`config.mk`:
```
export PLATFORM = sky130hd
export DESIGN_NAME = spacc_ctrl
export DESIGN_NICKNAME = d
export VERILOG_FILES = /design/src/sv/spacc_pkg.sv /design/src/sv/spacc_ctrl.sv
export VERILOG_INCLUDE_DIRS = /design/src /design/src/sv
export SDC_FILE = /design/constraint.sdc
export NUM_CORES = 1
export LEC_CHECK = 0
export BUFFER_PORTS_ARGS = -buffer_cell sky130_fd_sc_hd__buf_2
export CORE_ASPECT_RATIO = 0.75
export CORE_MARGIN = 1
export CORE_UTILIZATION = 29
export CTS_BUF_LIST = sky130_fd_sc_hd__clkbuf_16
export CTS_CLUSTER_DIAMETER = 40
export DETAILED_ROUTE_END_ITERATION = 12
export MAX_ROUTING_LAYER = met4
export SLEW_MARGIN = 30
export SYNTH_ARGS = -nofsm -noshare
export SYNTH_HDL_FRONTEND = slang
export SYNTH_SLANG_ARGS = --single-unit
export TNS_END_PERCENT = 30
```
`constraint.sdc`:
```
create_clock -name aclk -period 2.45 [get_ports aclk]
set_input_delay 0.245 -clock aclk [delete_from_list [all_inputs] [get_ports aclk]]
set_output_delay 0.245 -clock aclk [all_outputs]
set_load 0.02 [all_outputs]
```
`src/sv/sparse_accumulator_core_macros.svh`:
```
// assertion helpers shared by the sparse accumulator modules
// both expect aclk and aresetn in scope and are off while reset is held
`ifndef SPARSE_ACCUMULATOR_CORE_MACROS_SVH
`define SPARSE_ACCUMULATOR_CORE_MACROS_SVH

// same-cycle implication
`define SPACC_ASSERT_IMPL(label, ante, cons, msg) \
    label: assert property (@(posedge aclk) disable iff (!aresetn) (ante) |-> (cons)) \
        else $error(msg);

// next-cycle implication
`define SPACC_ASSERT_NEXT(label, ante, cons, msg) \
    label: assert property (@(posedge aclk) disable iff (!aresetn) (ante) |=> (cons)) \
        else $error(msg);

`endif

```
`src/sv/spacc_pkg.sv`:
```
`default_nettype none

package spacc_pkg;

    // slot store geometry
    localparam int SLOTS  = 1024;
    localparam int SLOT_W = $clog2(SLOTS);
    localparam int CNT_W  = $clog2(SLOTS + 1);
    localparam int VAL_W  = 32;
    localparam int THR_W  = 31;
    localparam int KIND_W = 3;

    // operation codes carried by the kind field
    typedef enum logic [KIND_W-1:0] {
        KIND_ADD    = 3'd0,
        KIND_READ   = 3'd1,
        KIND_GATHER = 3'd2,
        KIND_CLEAN  = 3'd3,
        KIND_CLEAR  = 3'd4
    } kind_t;

    // datapath operation for the current cycle
    typedef enum logic [4:0] {
        DP_NOP,
        DP_ACCEPT,
        DP_SWEEP,
        DP_ADD_RD,
        DP_ADD_SUM,
        DP_ADD_WR,
        DP_RD_RD,
        DP_RD_CAP,
        DP_GA_CHK,
        DP_GA_LIST,
        DP_GA_CAP,
        DP_CL_LIST,
        DP_CL_MEM,
        DP_CL_CHK,
        DP_CR_LIST,
        DP_CR_ZERO
    } dp_op_t;

    // controller to datapath
    typedef struct packed {
        dp_op_t op;
        logic   load_out;
    } cmd_t;

    // datapath to controller
    typedef struct packed {
        logic idx_at_total;
        logic pos_in_range;
        logic sweep_last;
        logic out_free;
    } stat_t;

endpackage

`default_nettype wire

```
`src/sv/spacc_ctrl.sv`:
```
`default_nettype none
`include "sparse_accumulator_core_macros.svh"

module spacc_ctrl
    import spacc_pkg::*;
(
    input  wire logic              aclk,
    input  wire logic              aresetn,
    input  wire logic              s_valid,
    output logic                   s_ready,
    input  wire logic [KIND_W-1:0] s_kind,
    output cmd_t                   cmd,
    input  wire stat_t             stat
);

    typedef enum logic [4:0] {
        ST_INIT,
        ST_IDLE,
        ST_ADD_RD,
        ST_ADD_SUM,
        ST_ADD_WR,
        ST_RD_RD,
        ST_RD_CAP,
        ST_GA_CHK,
        ST_GA_LIST,
        ST_GA_CAP,
        ST_CL_LIST,
        ST_CL_MEM,
        ST_CL_CHK,
        ST_CR_LIST,
        ST_CR_ZERO,
        ST_FIN
    } state_t;

    state_t state_reg;
    state_t state_next;

    assign s_ready = (state_reg == ST_IDLE);

    // next state and datapath command
    always_comb begin
        state_next   = state_reg;
        cmd.op       = DP_NOP;
        cmd.load_out = 1'b0;
        unique case (state_reg)
            ST_INIT: begin
                cmd.op = DP_SWEEP;
                if (stat.sweep_last) begin
                    state_next = ST_IDLE;
                end
            end
            ST_IDLE: begin
                if (s_valid) begin
                    cmd.op = DP_ACCEPT;
                    unique case (kind_t'(s_kind))
                        KIND_ADD:    state_next = ST_ADD_RD;
                        KIND_READ:   state_next = ST_RD_RD;
                        KIND_GATHER: state_next = ST_GA_CHK;
                        KIND_CLEAN:  state_next = ST_CL_LIST;
                        KIND_CLEAR:  state_next = ST_CR_LIST;
                        default:     state_next = ST_FIN;
                    endcase
                end
            end
            ST_ADD_RD: begin
                cmd.op     = DP_ADD_RD;
                state_next = ST_ADD_SUM;
            end
            ST_ADD_SUM: begin
                cmd.op     = DP_ADD_SUM;
                state_next = ST_ADD_WR;
            end
            ST_ADD_WR: begin
                cmd.op     = DP_ADD_WR;
                state_next = ST_FIN;
            end
            ST_RD_RD: begin
                cmd.op     = DP_RD_RD;
                state_next = ST_RD_CAP;
            end
            ST_RD_CAP: begin
                cmd.op     = DP_RD_CAP;
                state_next = ST_FIN;
            end
            ST_GA_CHK: begin
                cmd.op     = DP_GA_CHK;
                state_next = stat.pos_in_range ? ST_GA_LIST : ST_FIN;
            end
            ST_GA_LIST: begin
                cmd.op     = DP_GA_LIST;
                state_next = ST_GA_CAP;
            end
            ST_GA_CAP: begin
                cmd.op     = DP_GA_CAP;
                state_next = ST_FIN;
            end
            ST_CL_LIST: begin
                cmd.op     = DP_CL_LIST;
                state_next = stat.idx_at_total ? ST_FIN : ST_CL_MEM;
            end
            ST_CL_MEM: begin
                cmd.op     = DP_CL_MEM;
                state_next = ST_CL_CHK;
            end
            ST_CL_CHK: begin
                cmd.op     = DP_CL_CHK;
                state_next = ST_CL_LIST;
            end
            ST_CR_LIST: begin
                cmd.op     = DP_CR_LIST;
                state_next = stat.idx_at_total ? ST_FIN : ST_CR_ZERO;
            end
            ST_CR_ZERO: begin
                cmd.op     = DP_CR_ZERO;
                state_next = ST_CR_LIST;
            end
            ST_FIN: begin
                if (stat.out_free) begin
                    cmd.load_out = 1'b1;
                    state_next   = ST_IDLE;
                end
            end
            default: begin
                state_next = ST_IDLE;
            end
        endcase
    end

    // state register, sweep runs first after reset
    always_ff @(posedge aclk) begin
        if (!aresetn) begin
            state_reg <= ST_INIT;
        end else begin
            state_reg <= state_next;
        end
    end

    `SPACC_ASSERT_NEXT(a_no_resweep, state_reg == ST_IDLE, state_reg != ST_INIT, "sweep restarted after idle")
    `SPACC_ASSERT_NEXT(a_accept_leaves, s_valid && state_reg == ST_IDLE, state_reg != ST_IDLE, "accepted beat not started")

endmodule

`default_nettype wire
```
==> results.yml <==
cts:
  cts_resized: 0
  cts_buffers: 3
  clock-sinks: 4
  cts_max_path_buffers: 2
  cts_tree: "yes"
  clkLatencyLatePin_ns: 0.22
  ctsHtreeMaxLevel: 1
  hold_buffers: 0
  cts_root_buf: "clkbuf_16"
  clk_pin_slew_ns: 0.03
  postCtsSetupBuffers: 0
synth:
  syn_nets: 75
  synth.cell_area_um2: 511.7
  synth_area_leaders: "dfxtp_1, xnor2_1, nor3_4, nor4b_2, a21oi_1"
  synth_top_cell_area_share: 0.1565
  synth.avg_cell_area_um2: 7.873
  ys_ff_latch: 4
  ys_seq_area_frac: 0.1565
  yosys_warnings: 0
  netlist_instances: 65
  synth_cell_type_count: 31
  synth_largest_area_cell: "dfxtp_1"
timing:
  max-slew-margin-rel: 0.5535
  rsz0062_at_grt: "false"
  worst_pin_slew_ns: 0.6688
  finalSetupTns_ns: 0
  fin_skew_ns: 0.001620
  finalCriticalPeriod_ns: 1.812
  period_share: 0.7396
  drv_slew: 0
  setup_slack_ns: 0.6379
  setup_viol: 0
  hold_viol_final: 0
  max_freq_ghz: 0.5518
route:
  wl_um: 1139
  num_vias: 494
  ant_nets: 0
  drcViolationCount: 0
  wire_per_inst_um: 11.51
  drt_iter0_markers: 8
  avgViaCountPerCell: 4.990
  drtPass1Iterations: 2
floorplanning:
  die_w_um: 50.51
  num_io_pins: 17
  start_util: 0.3277
  die_y_um: 38.38
  core_area_mm2: 0.001562
  die_area_mm2: 0.001938
  row_count: 12
cells_and_area:
  fillers: 163
  final_cell_mix: "buf_2, o21ai_1, a21oi_1, nand2_1"
  diodes: 0
  drive_gt1_frac: 0.3718
  regArea_um2: 80.08
  nNetsFinal: 90
  largest_reg_flops: 4
  multiInputGateArea_um2: 379.1
  layout_commonest_cell: "buf_2"
  stdcell_count: 99
  syn_to_final_growth_pct: 25.67
worst_hold_path:
  whs_path_depth: 2
  min_to: "state_reg[0]$_SDFFE_PN0P_"
  hp-start: "aresetn"
  hold_path.class: "in2reg"
critical_path:
  reg2reg_setup_slack_ns: 0.77
  crit_required_ns: 2.20
  cp_max_fo: 15
  crit_type: "reg2out"
  arrival_ns: 1.57
  cp-end-kind: "primary output"
  regToRegStartpoint: "state_reg[3]$_SDFFE_PN0P_"
  rr_endpoint: "state_reg[2]$_SDFFE_PN0P_"
  reg2reg_depth: 4
  startpoint_type: "flip-flop"
placed_design:
  gp_congestion: 0.7741
  io_buffers: 15
  place_inst: 96
  hpwl_um: 869.5
  dp_slack_ns: 0.7818
global_routing:
  grt_pass1_vias: 437
  grt_antenna_before_repair: 0
  grt_max_degree: 18
  grt_overflow_total: 0
  grt_pass1_wl_um: 1918
  grt.total_usage: 0.1401
pwr:
  ir_worst_vdd_v: 0.0003833
  p_per_area_mw_per_mm2: 873.4
  switching_share: 0.3438
  totalPowerFinal_uw: 561.7
  p_switching_uw: 193.1
  clock_power_share: 0.452
  power.share.sequential: 0.218
  combinationalPowerShare: 0.330
  power.leakage_nw: 0.2623
  intPower_uw: 368.6
job:
  drv_cap: 0
run_status:
  run_status: "complete, no violations"
[layer usage]
layer,part of all wire,up-vias,GRT usage
li1,-,260,-
met1,0.52,218,0.1667
met2,0.42,14,0.2267
met3,0.050,2,0.04762
met4,0.011,0,0.04167
met5,0,-,-
[power groups by stage]
stage	sequential (mW)	clock (mW)	combinational (mW)
finish	0.123	0.254	0.185
global route	0.129	0.266	0.203
CTS	0.122	0.258	0.186
detailed placement	0.123	0	0.185
global placement	0.122	0	0.184
floorplan	0.0929	0	0.175
[worst max-delay path by stage]
stage	endpoint	slack [ns]	from	cells after the start
after detailed placement	state_reg[2]$_SDFFE_PN0P_	0.78	state_reg[3]$_SDFFE_PN0P_	4
after global routing	cmd[2]	0.54	state_reg[2]$_SDFFE_PN0P_	4
after CTS	cmd[0]	0.62	state_reg[2]$_SDFFE_PN0P_	3
final	cmd[0]	0.64	state_reg[2]$_SDFFE_PN0P_	3
after global placement	state_reg[2]$_SDFFE_PN0P_	0.84	state_reg[3]$_SDFFE_PN0P_	4
after floorplan	state_reg[0]$_SDFFE_PN0P_	1.03	state_reg[1]$_SDFFE_PN0P_	4
[synth_stat cells]
cell type,count
o21ai_1,5
and3_1,1
o31a_1,2
or2b_1,1
nand3_1,3
nor2_1,4
a21oi_1,5
inv_2,1
and2_1,1
and4_1,1
mux2_1,1
o21ai_0,4
nor4b_2,2
nand2_4,1
xnor2_1,4
nand2_1,5
inv_1,1
nand2_2,2
a31oi_1,2
buf_6,2
xor2_1,1
o22ai_1,1
o221ai_2,1
conb_1,1
dfxtp_1,4
buf_4,3
o311a_1,1
nor3_4,2
o21a_1,1
a21oi_2,1
or2b_2,1
[cells by family (layout without fill, tap and decap cells)]
logic type	Yosys count	after routing	synth area share
mux	1	1	0.02200
xor+xnor	5	5	0.08557
other cells	1	1	0.007328
buf+inv	7	20	0.1027
compound gates	23	23	0.2885
simple gates	24	24	0.3374
flops	4	4	0.1565
[per-stage QoR]
step	instance area [µm²]	utilization	hold WS [ns]
after global routing	643.1	0.4119	0.2908
after CTS	643.1	0.4119	0.2901
final	643.1	0.4119	0.2949
after floorplan	511.7	-	0.3729
after detailed placement	568.0	0.3638	0.5244
after global placement	568.0	0.3638	0.5211
[cell type report]
cell class	instances	area share
inverters	2	0.01167
repair buffers	15	0.1167
flip-flops and latches	4	0.1245
well taps	21	0.04086
clock buffers	3	0.1167
multi-input cells	54	0.5895
[worst max-delay path: stages (launching register included)]
cell and delay [ns]:
dfxtp_1 0.74, and4_1 0.32, and2_1 0.13, buf_2 0.15
Note: power is estimated with default switching activity, not from simulation.
